[src/rtl/core/internal_collision_arbiter_unit_defines.svh]
// Assertion macros for the internal collision arbiter.
// Depends on nothing; included by files that carry concurrent checks.
`ifndef INTERNAL_COLLISION_ARBITER_UNIT_DEFINES_SVH
`define INTERNAL_COLLISION_ARBITER_UNIT_DEFINES_SVH

// Same-cycle implication, checked outside reset.
`define ICA_ASSERT_NOW(lbl, clk, rst_n, ante, cons, msg) \
    lbl: assert property (@(posedge clk) disable iff (!(rst_n)) (ante) |-> (cons)) \
        else $error(msg);

// Next-cycle implication, checked outside reset.
`define ICA_ASSERT_NEXT(lbl, clk, rst_n, ante, cons, msg) \
    lbl: assert property (@(posedge clk) disable iff (!(rst_n)) (ante) |=> (cons)) \
        else $error(msg);

`endif

[src/rtl/core/ica_pkg.sv]
// Shared types and constants for the internal collision arbiter.
// No dependencies.
package ica_pkg;

    localparam int NUM_SLOTS_DEF = 4;
    localparam int TIME_BITS_DEF = 32;

    localparam int CMD_W      = 2;
    localparam int SLOT_W     = 2;
    localparam int FIELD_T_W  = 32;
    localparam int STATUS_W   = 2;
    localparam int CMASK_W    = 4;

    // slot, start_time, current_time packed, rounded up to bytes
    localparam int IN_TDATA_W  = ((SLOT_W + 2 * FIELD_T_W + 7) / 8) * 8;
    // status, grant_valid, grant_slot, collision_mask, next_valid, next_time
    localparam int OUT_RAW_W   = STATUS_W + 1 + SLOT_W + CMASK_W + 1 + FIELD_T_W;
    localparam int OUT_TDATA_W = ((OUT_RAW_W + 7) / 8) * 8;

    typedef enum logic [CMD_W-1:0] {
        CMD_SCHEDULE = 2'd0,
        CMD_CANCEL   = 2'd1,
        CMD_TICK     = 2'd2,
        CMD_NOP      = 2'd3
    } t_cmd;

    typedef enum logic [STATUS_W-1:0] {
        STATUS_OK        = 2'd0,
        STATUS_PENDING   = 2'd1,
        STATUS_TOO_EARLY = 2'd2
    } t_status;

endpackage

[src/rtl/core/internal_collision_arbiter_unit.sv]
// Internal collision arbiter: a request passes through the input register,
// one pass of compare logic and the result register.
// Throughput: one request per cycle, set by the slot compare and
// earliest-time search; back-pressure stalls only when the result is not taken.
// Reset (i_rst_n low, synchronous): all slots idle, no tick seen, last tick 0,
// both register stages empty. Stored slot times are not cleared.
module internal_collision_arbiter_unit #(
    parameter int NUM_SLOTS = ica_pkg::NUM_SLOTS_DEF,
    parameter int TIME_BITS = ica_pkg::TIME_BITS_DEF
) (
    input  logic                           i_clk,
    input  logic                           i_rst_n,
    // request side
    input  logic                           i_s_axis_tvalid,
    output logic                           o_s_axis_tready,
    // [1:0] slot, [33:2] start_time, [65:34] current_time, upper bits zero
    input  logic [ica_pkg::IN_TDATA_W-1:0] i_s_axis_tdata,
    // [1:0] cmd
    input  logic [ica_pkg::CMD_W-1:0]      i_s_axis_tuser,
    // result side
    output logic                           o_m_axis_tvalid,
    input  logic                           i_m_axis_tready,
    // [1:0] status, [2] grant_valid, [4:3] grant_slot, [8:5] collision_mask,
    // [9] next_valid, [41:10] next_time, upper bits zero
    output logic [ica_pkg::OUT_TDATA_W-1:0] o_m_axis_tdata
);

`include "internal_collision_arbiter_unit_defines.svh"

    localparam int IDX_W     = (NUM_SLOTS > 1) ? $clog2(NUM_SLOTS) : 1;
    localparam int MASK_KEEP = (NUM_SLOTS < ica_pkg::CMASK_W) ? NUM_SLOTS : ica_pkg::CMASK_W;
    localparam int SLOT_W    = ica_pkg::SLOT_W;
    localparam int FT_W      = ica_pkg::FIELD_T_W;

    // ------------------------------------------------------------------
    // Input register stage
    // ------------------------------------------------------------------
    logic                    r_in_valid;
    logic [ica_pkg::CMD_W-1:0] r_cmd;
    logic [SLOT_W-1:0]       r_slot;
    logic [TIME_BITS-1:0]    r_start;
    logic [TIME_BITS-1:0]    r_now;

    // ------------------------------------------------------------------
    // Slot state
    // ------------------------------------------------------------------
    logic [NUM_SLOTS-1:0]    r_flag;
    logic [TIME_BITS-1:0]    r_time [NUM_SLOTS];
    logic [TIME_BITS-1:0]    r_last;
    logic                    r_seen;

    logic [NUM_SLOTS-1:0]    n_flag;
    logic [TIME_BITS-1:0]    n_time [NUM_SLOTS];
    logic [TIME_BITS-1:0]    n_last;
    logic                    n_seen;

    // ------------------------------------------------------------------
    // Result register stage
    // ------------------------------------------------------------------
    logic                          r_out_valid;
    logic [ica_pkg::STATUS_W-1:0]  r_out_status;
    logic                          r_out_gvalid;
    logic [SLOT_W-1:0]             r_out_gslot;
    logic [ica_pkg::CMASK_W-1:0]   r_out_cmask;
    logic                          r_out_nvalid;
    logic [FT_W-1:0]               r_out_ntime;

    logic out_free;
    logic proc_fire;
    logic in_fire;

    // Result stage frees up when empty or taken this cycle; the input stage
    // moves forward whenever the result stage can take its item.
    assign out_free        = !r_out_valid || i_m_axis_tready;
    assign proc_fire       = r_in_valid && out_free;
    assign o_s_axis_tready = !r_in_valid || out_free;
    assign in_fire         = i_s_axis_tvalid && o_s_axis_tready;

    always_ff @(posedge i_clk) begin
        if (!i_rst_n) begin
            r_in_valid <= 1'b0;
        end else if (o_s_axis_tready) begin
            r_in_valid <= i_s_axis_tvalid;
        end
    end

    // Capture the request payload; times are held modulo 2^TIME_BITS.
    always_ff @(posedge i_clk) begin
        if (in_fire) begin
            r_cmd   <= i_s_axis_tuser;
            r_slot  <= i_s_axis_tdata[SLOT_W-1:0];
            r_start <= TIME_BITS'(i_s_axis_tdata[SLOT_W +: FT_W]);
            r_now   <= TIME_BITS'(i_s_axis_tdata[SLOT_W + FT_W +: FT_W]);
        end
    end

    // ------------------------------------------------------------------
    // Command decode and slot update
    // ------------------------------------------------------------------
    logic                   slot_ok;
    logic [IDX_W-1:0]       slot_idx;
    logic [NUM_SLOTS-1:0]   match;
    logic [NUM_SLOTS-1:0]   due;
    ica_pkg::t_status       status;

    assign slot_ok  = (32'(r_slot) < 32'(NUM_SLOTS));
    assign slot_idx = IDX_W'(r_slot);

    // Per-slot exact time match against the tick time.
    always_comb begin
        for (int k = 0; k < NUM_SLOTS; k++) begin
            match[k] = (r_time[k] == r_now);
        end
    end

    always_comb begin
        n_flag = r_flag;
        n_time = r_time;
        n_last = r_last;
        n_seen = r_seen;
        status = ica_pkg::STATUS_OK;
        due    = '0;
        unique case (ica_pkg::t_cmd'(r_cmd))
            ica_pkg::CMD_SCHEDULE: begin
                // Pending check wins over the too-early check; out-of-range
                // slots fall through with status ok and no change.
                if (slot_ok) begin
                    if (r_flag[slot_idx]) begin
                        status = ica_pkg::STATUS_PENDING;
                    end else if (r_seen && (r_start <= r_last)) begin
                        status = ica_pkg::STATUS_TOO_EARLY;
                    end else begin
                        n_flag[slot_idx] = 1'b1;
                        n_time[slot_idx] = r_start;
                    end
                end
            end
            ica_pkg::CMD_CANCEL: begin
                if (slot_ok) begin
                    n_flag[slot_idx] = 1'b0;
                end
            end
            ica_pkg::CMD_TICK: begin
                // Resolve exact matches only; earlier slots stay pending.
                due    = r_flag & match;
                n_flag = r_flag & ~due;
                n_last = r_now;
                n_seen = 1'b1;
            end
            ica_pkg::CMD_NOP: begin
            end
            default: begin
            end
        endcase
    end

    // ------------------------------------------------------------------
    // Grant to the lowest due slot, collisions to the rest
    // ------------------------------------------------------------------
    logic [NUM_SLOTS-1:0]       grant_oh;
    logic [NUM_SLOTS-1:0]       coll;
    logic [IDX_W-1:0]           grant_idx;
    logic                       grant_valid;
    logic [ica_pkg::CMASK_W-1:0] cmask;

    assign grant_oh    = due & (~due + NUM_SLOTS'(1));
    assign coll        = due & ~grant_oh;
    assign grant_valid = |due;
    // Collision bits above the field's four slots are dropped.
    assign cmask       = ica_pkg::CMASK_W'(coll[MASK_KEEP-1:0]);

    always_comb begin
        grant_idx = '0;
        for (int k = 0; k < NUM_SLOTS; k++) begin
            if (grant_oh[k]) begin
                grant_idx = grant_idx | IDX_W'(k);
            end
        end
    end

    // ------------------------------------------------------------------
    // Earliest pending time after the update: a slot is a minimum when no
    // other pending slot is strictly earlier; all minima share one value.
    // ------------------------------------------------------------------
    logic [NUM_SLOTS-1:0]   is_min;
    logic [TIME_BITS-1:0]   next_t;
    logic                   next_valid;

    always_comb begin
        for (int k = 0; k < NUM_SLOTS; k++) begin
            is_min[k] = n_flag[k];
            for (int j = 0; j < NUM_SLOTS; j++) begin
                if (n_flag[j] && (n_time[j] < n_time[k])) begin
                    is_min[k] = 1'b0;
                end
            end
        end
    end

    always_comb begin
        next_t = '0;
        for (int k = 0; k < NUM_SLOTS; k++) begin
            if (is_min[k]) begin
                next_t = next_t | n_time[k];
            end
        end
    end

    assign next_valid = |n_flag;

    // ------------------------------------------------------------------
    // State and result registers advance together on each processed request
    // ------------------------------------------------------------------
    always_ff @(posedge i_clk) begin
        if (!i_rst_n) begin
            r_flag <= '0;
            r_last <= '0;
            r_seen <= 1'b0;
        end else if (proc_fire) begin
            r_flag <= n_flag;
            r_last <= n_last;
            r_seen <= n_seen;
        end
    end

    always_ff @(posedge i_clk) begin
        if (proc_fire) begin
            r_time <= n_time;
        end
    end

    always_ff @(posedge i_clk) begin
        if (!i_rst_n) begin
            r_out_valid <= 1'b0;
        end else if (out_free) begin
            r_out_valid <= r_in_valid;
        end
    end

    always_ff @(posedge i_clk) begin
        if (proc_fire) begin
            r_out_status <= status;
            r_out_gvalid <= grant_valid;
            r_out_gslot  <= SLOT_W'(grant_idx);
            r_out_cmask  <= cmask;
            r_out_nvalid <= next_valid;
            r_out_ntime  <= FT_W'(next_t);
        end
    end

    assign o_m_axis_tvalid = r_out_valid;
    assign o_m_axis_tdata  = ica_pkg::OUT_TDATA_W'({r_out_ntime, r_out_nvalid, r_out_cmask,
                                                    r_out_gslot, r_out_gvalid, r_out_status});

    // ------------------------------------------------------------------
    // Checks
    // ------------------------------------------------------------------
    `ICA_ASSERT_NOW(a_coll_needs_grant, i_clk, i_rst_n, r_out_valid && (r_out_cmask != '0), r_out_gvalid, "collision reported without a grant")
    `ICA_ASSERT_NOW(a_refused_no_grant, i_clk, i_rst_n, r_out_valid && (r_out_status != ica_pkg::STATUS_OK), !r_out_gvalid && (r_out_cmask == '0), "refused schedule carries grant or collision")
    `ICA_ASSERT_NEXT(a_next_valid_flags, i_clk, i_rst_n, proc_fire, r_out_valid && (r_out_nvalid == (|r_flag)), "next_valid disagrees with slot flags")
    `ICA_ASSERT_NOW(a_idle_time_zero, i_clk, i_rst_n, r_out_valid && !r_out_nvalid, r_out_ntime == '0, "next_time nonzero with no slot pending")

endmodule
[config.mk]
export PLATFORM = sky130hd
export DESIGN_NAME = internal_collision_arbiter_unit
export DESIGN_NICKNAME = d
export VERILOG_FILES = /design/src/rtl/core/ica_pkg.sv /design/src/rtl/core/internal_collision_arbiter_unit.sv
export VERILOG_INCLUDE_DIRS = /design/src /design/src/rtl/core
export SDC_FILE = /design/constraint.sdc
export NUM_CORES = 1
export LEC_CHECK = 0
export BUFFER_PORTS_ARGS = -buffer_cell sky130_fd_sc_hd__buf_4
export CORE_ASPECT_RATIO = 1.5
export CORE_MARGIN = 10
export CORE_UTILIZATION = 24
export DETAILED_ROUTE_END_ITERATION = 7
export PLACE_DENSITY_LB_ADDON = 0.12
export SLEW_MARGIN = 5
export SYNTH_ARGS = -nofsm -noshare
export SYNTH_HDL_FRONTEND = slang
export SYNTH_SLANG_ARGS = --single-unit
[constraint.sdc]
create_clock -name i_clk -period 5.8 [get_ports i_clk]
set_clock_uncertainty 0.15 [all_clocks]
set_input_delay 0.58 -clock i_clk [delete_from_list [all_inputs] [get_ports i_clk]]
set_output_delay 0.58 -clock i_clk [all_outputs]
set_load 0.05 [all_outputs]
# Word-level counts from Yosys, hierarchy flattened
# Index checks and enable logic that the tools add are counted.
[op_classes]
add_sub_neg = 1
magnitude_cmp = 21
n_eq_ne = 6
muxes = 37
bitwise = 15
n_reduce_logical = 31
[op_table]
columns = ["cell", "n"]
rows = [
  ["$lt 32x32->1", 16],
  ["$mux 128", 3],
  ["$mux 32", 5],
  ["$bwmux 128", 1],
  ["$eq 32x32->1", 4],
  ["$or 32x32->32", 3],
  ["$demux 32 s2", 1],
  ["$le 32x32->1", 1],
  ["$logic_and 1x1->1", 21],
  ["$and 4x4->4", 5],
  ["$mux 1", 20],
  ["$not 4->4", 4],
  ["$mux 4", 3],
  ["$pmux 4 s3", 1],
  ["$reduce_or 4->1", 2],
  ["$add 4x1->4 const B", 1],
  ["$or 4x4->4", 1],
  ["$reduce_or 2->1", 2],
  ["$ge 3x3->1 const B", 1],
  ["$lt 2x3->1 const B", 1],
  ["$lt 3x1->1 const B", 1],
  ["$not 2->3", 1],
  ["$bmux 1 s2", 1],
  ["$demux 1 s2", 1],
  ["9 further kinds", 11],
]
[totals]
regBits = 277
input_bits = 78
output_inout_bits = 50
elab_cells = 132

# Depth between registers and ports, before layout
[depth]
word_depth = 22
depth_mapped = 24

# Worst setup path before layout
# OpenSTA, ideal clock, no wires.
[synth_path]
kind = "register to register"
startpoint = "register r_out_valid, in the netlist o_m_axis_tvalid"
endpoint = "register r_last[27]"
setup_time_ps = 76
arrival_time_ps = 5285
required_time_ps = 5574
path_slack_ps = 289
stages_incl_launch_ff = 9
n_path_buf = 2
period_less_slack_ps = 5511
cell_sequence = "dfxtp_1 nor2b_1 nand2b_1 inv_1 and2_1 clkbuf_1 clkbuf_1 nand2_1 a21boi_0"
[synth_between]
elab_chain_cells = 4
[synth_rtl]
columns = ["element", "line", "rtl"]
rows = [
  ["from (decl)", "internal_collision_arbiter_unit.sv:60", "logic r_out_valid;"],
  ["from (signal assigned)", "internal_collision_arbiter_unit.sv:236", "r_out_valid <= r_in_valid;"],
  ["$logic_not 1->1", "internal_collision_arbiter_unit.sv:74", "assign out_free = !r_out_valid || i_m_axis_tready;"],
  ["$logic_or 1x1->1", "internal_collision_arbiter_unit.sv:74", ""],
  ["$logic_and 1x1->1", "internal_collision_arbiter_unit.sv:75", "assign proc_fire = r_in_valid && out_free;"],
  ["named net proc_fire", "internal_collision_arbiter_unit.sv:69", "logic proc_fire;"],
  ["$reduce_and 2->1 (no line)", "-", ""],
  ["to (signal assigned)", "internal_collision_arbiter_unit.sv:221", "r_last <= n_last;"],
  ["to (decl)", "internal_collision_arbiter_unit.sv:49", "logic [TIME_BITS-1:0] r_last;"],
]
# The timed path passes the listed nets, and every way through them passes these cells.
# A chain may end at the register's enable or synchronous reset.

# Worst setup path after layout
[layout_path]
startpoint = "register r_start[3]"
endpoint = "register r_out_ntime[19] (data pin)"
[layout_between]
elab_chain_cells = 18
[layout_rtl]
columns = ["element", "line", "rtl"]
rows = [
  ["from (decl)", "internal_collision_arbiter_unit.sv:41", "logic [TIME_BITS-1:0] r_start;"],
  ["from (signal assigned)", "internal_collision_arbiter_unit.sv:92", "r_start <= TIME_BITS'(i_s_axis_tdata[SLOT_W +: FT_W]);"],
  ["$le 32x32->1", "internal_collision_arbiter_unit.sv:130", "end else if (r_seen && (r_start <= r_last)) begin"],
  ["$logic_and 1x1->1", "internal_collision_arbiter_unit.sv:130", ""],
  ["$mux 128", "internal_collision_arbiter_unit.sv:130", ""],
  ["$mux 128", "internal_collision_arbiter_unit.sv:128", "if (r_flag[slot_idx]) begin"],
  ["$mux 128", "internal_collision_arbiter_unit.sv:123", "unique case (ica_pkg::t_cmd'(r_cmd))"],
  ["$lt 32x32->1", "internal_collision_arbiter_unit.sv:193", "if (n_flag[j] && (n_time[j] < n_time[k])) begin"],
  ["$logic_and 1x1->1", "internal_collision_arbiter_unit.sv:193", ""],
  ["$mux 1 (4 in a row)", "internal_collision_arbiter_unit.sv:193", ""],
  ["$mux 32", "internal_collision_arbiter_unit.sv:203", "if (is_min[k]) begin"],
  ["$or 32x32->32", "internal_collision_arbiter_unit.sv:204", "next_t = next_t | n_time[k];"],
  ["$mux 32", "internal_collision_arbiter_unit.sv:203", ""],
  ["$or 32x32->32", "internal_collision_arbiter_unit.sv:204", ""],
  ["$mux 32", "internal_collision_arbiter_unit.sv:203", ""],
  ["$or 32x32->32", "internal_collision_arbiter_unit.sv:204", ""],
  ["$mux 32 *", "internal_collision_arbiter_unit.sv:203", ""],
  ["named net next_t[19]", "internal_collision_arbiter_unit.sv:186", "logic [TIME_BITS-1:0] next_t;"],
  ["to (signal assigned)", "internal_collision_arbiter_unit.sv:247", "r_out_ntime <= FT_W'(next_t);"],
  ["to (decl)", "internal_collision_arbiter_unit.sv:66", "logic [FT_W-1:0] r_out_ntime;"],
]
# Mark *: on every way through the listed nets, which the timed path passes. The rest lies on a longest branch.

==> summary.md <==
| Metric | Value |
|---|---|
| Max_slew headroom | 0.217 |
| Multi-input logic area | 10900 µm² |
| Number of enable flip-flop cells after synthesis | between 200 and 250 |
| WP data arrival | 6.18 ns |
| Core Box Area | 75300 µm² |
| Row Count | 123 |
| Final setup fails | 31 |
| Layout cell share with drive strength beyond 1 | 0.406 |
| Crit-path max cell delay | between 0.6 and 0.7 ns |
| Combinational share of power | 0.239 |
| CTS clk-pin slew, worst paths | roughly 0.060 ns |
| H-tree level count | 2 |
| WP data required | 6.03 ns |
| TritonRoute pass-1 iters | 6 |
| Slew Limit Fails | 0 |
| Setup crit start kind | flip-flop |
| Drt drc | 0 |
| Commonest non-fill, non-tap cell in the layout | buf_4 |
| Switching power share of the total | 0.308 |
| Synth area leaders | edfxtp_1 39%, ha_1 16%, dfxtp_1 4.3% |
| Clock latency on the worst-skew pair | ~0.59 ns |
| Final hold viol count | 0 |
| GP Congestion | about 0.96 |
| Crit share post-route | 1.03 |
| Initial Util | 0.243 |
| CTS tree | built |
| Top_reg_cell synth | edfxtp_1 |
| CP Cell Sequence | ha_1 > buf_4 > o211ai_1 > a2111o_1 > a31oi_4 > nor2_4 > or4b_4 > buf_12 > buf_16 > mux2i_4 > buf_4 > ha_1 > nand4_1 > buf_4 > o22ai_1 > nor3_2 > buf_4 > o22a_1 > nand3_2 > a311o_1 > buf_6 > buf_6 > or3_1 > o211ai_1 |
| Dpl hpwl | 70300 µm |
| Seq pwr share | 0.385 |
| CP Buf/Inv Count | 8 |
| Synthesized area | ~18000 µm² |
| Pwr dens | between 200 and 250 nW/µm² |
| P_int | 4.25 mW |
| Leak | ~11 nW |
| Power share of the clock group | 0.376 |
| N_diodes | 0 |
| Synthesized instance count | approximately 1700 |
| Most frequent cells in the layout | 535 x buf_4, 237 x edfxtp_1, 190 x ha_1 |
| Drt total wl | between 80000 and 90000 µm |
| IO Pins | approximately 130 |
| Peak VDD IR | between 0.00015 and 0.0002 V |
| Kind of critical path | flip-flop to flip-flop |
| Port Buffer Count | about 110 |
| Initial antenna violation count | 0 |
| Register area share after synthesis | 0.432 |
| Yosys reg bits | ~280 |
| Global-route wire length before repair | between 100000 and 150000 µm |
| Top cell type's share of synthesized area | 0.389 |
| Status | complete, but fails checks |
| DR iter-0 viols | between 800 and 900 |
| Layout fillers | 7508 |
| Clk buf depth | 3 |
| Vias per inst | around 4.8 |
| Root Driver | clkbuf_16 |
| Die Width | around 250 µm |
| Critical Path End Type | flip-flop |
| CP max-delay cell | or4b_4 |
| Num CTS Buffers | 36 |
| Post-placement cell area | roughly 24000 µm² |
| Die Area | ~88000 µm² |
| CP top delay family | compound AO/OA/AOI/OAI gates |
| Psw | roughly 1.9 mW |
| F_max | 168 MHz |
| Die height | between 300 and 400 µm |
| Hold WC Path Type | primary input to flip-flop |
| Failing checks | setup timing |
| DR vias | about 16000 |
| Number of global-route vias before repair | ~17000 |
| DR WL/cell | around 27 µm |
| Yosys warnings | 0 |
| Most used cell, CP | buf_4 |
| Final antenna-violating net count | 0 |
| Avg Inst Size Synth | roughly 11 µm² |
| CTS sink cnt | around 280 |
| Register Area | 7900 µm² |
| Tightest Pin Transition | between 1 and 1.5 ns |
| Area growth syn-to-layout | 49.4% |
| Max-Cap Viols | 0 |
| Dominant cell type by area after synthesis | edfxtp_1 |
| Tot GR Track Use | 0.201 |
| Layout Nets | about 2600 |
| Largest fanout on the critical path | 6 |
| RSZ-0062 raised after global routing | yes |
| Pin count of the biggest net entering global routing | around 80 |
| Design area | 27300 µm² |
| Synth async-reset ratio | 0 |
| Final WS setup | -0.146 ns |
| Synth unique cells | 79 |
| Total power | 6.15 mW |
| Reg-to-reg setup timing slack | -0.15 ns |
| Grt total ovfl | 0 |
| Min Clock Period, post-route | a little under 6 ns |
worst register-to-register path: stages (launching register included):
cell	delay, ns
edfxtp_1	0.40
ha_1	0.33
buf_4	0.12
o211ai_1	0.18
a2111o_1	0.49
a31oi_4	0.26
nor2_4	0.07
or4b_4	0.62
buf_12	0.17
buf_16	0.14
mux2i_4	0.21
buf_4	0.16
ha_1	0.27
nand4_1	0.17
buf_4	0.16
o22ai_1	0.09
nor3_2	0.26
buf_4	0.16
o22a_1	0.17
nand3_2	0.09
a311o_1	0.32
buf_6	0.18
buf_6	0.13
or3_1	0.31
o211ai_1	0.14
path summary, 6_finish.rpt:
path	cells past startpoint	to	start
max	24	r_out_ntime[19]	r_start[3]
min	1	r_start[6]	i_s_axis_tdata[8]
min reg2reg	2	r_last[21]	r_last[21]
max reg2reg	24	r_out_ntime[19]	r_start[3]
repair_timing:
action / 4_1_cts / 5_1_grt
buffers inserted: 40 / 16
setup endpoints to repair: 32 / 32
endpoints found under the hold margin: 25 / 0
cloned: 5 / 0
gates resized for setup: 206 / 104
pin swaps: 62 / 47
hold buffers: 25 / 0
state kept, by name, indices dropped and copies added (netlist names):
register,cells
r_seen,1
r_flag,4
r_slot,2
r_out_ntime,32
r_in_valid,1
r_now,32
r_out_status,2
r_out_gvalid,1
r_start,32
r_last,32
r_time,128
r_out_nvalid,1
r_out_gslot,2
r_cmd,2
o_m_axis_tvalid,1
r_out_cmask,3
routing by layer:
metal / global-route usage / up-vias / part of all wire
li1: - / 7407 / -
met1: 0.215 / 7855 / 0.38
met2: 0.377 / 418 / 0.53
met3: 0.0292 / 150 / 0.039
met4: 0.0950 / 0 / 0.052
met5: 0 / - / 0
power groups by stage:
stage	Sequential, mW	Combinational [mW]	Clock (mW)
after floorplan	2.41	0.555	0
after global placement	2.40	1.28	0
after detailed placement	2.40	1.28	0
after CTS	2.36	1.42	2.38
after global routing	2.38	1.56	2.45
final	2.37	1.47	2.31
kinds of logic (layout without fill, tap and decap cells):
group / count (synthesis) / count (layout) / synth area share
other: 1 / 7 / 0.000205
buffers and inverters: 242 / 850 / 0.0533
DFF: 276 / 276 / 0.432
and+or+nand+nor: 361 / 361 / 0.106
AOI/OAI and AO/OA: 313 / 313 / 0.119
adders and majority gates: 227 / 227 / 0.155
muxes: 128 / 128 / 0.0750
xor gates and xnor gates: 121 / 121 / 0.0580
cell type report:
type                       instances  area share
clock buffer                      46      0.0359
clock inverter                    20     0.00683
inverter                         154      0.0216
multi-input combinational       1157       0.401
sequential                       276       0.289
tap                             1000      0.0458
timing repair buffer             630       0.200
stage by stage:
step	hold WS [ns]	TNS, ns	setup slack, ns	util	instances
after floorplan	0.293	0	0.289	-	1675
after detailed placement	0.308	-20.25	-0.711	0.313	3133
after global routing	0.00896	-7.85	-0.310	0.363	3283
after CTS	0.000312	-1.22	-0.0853	0.354	3268
final	0.0325	-3.17	-0.146	0.363	3283
after global placement	0.302	-19.63	-0.711	0.313	3133
Yosys cell counts, types with 39 or more instances:
library cell / number
nand2_1: 114
xor2_1: 84
o211ai_1: 43
dfxtp_1: 39
mux2_2: 62
mux2i_1: 65
nand4_1: 51
inv_1: 153
ha_1: 227
clkbuf_1: 57
edfxtp_1: 237
a21oi_1: 75
Power figures use the tool's default switching activity.
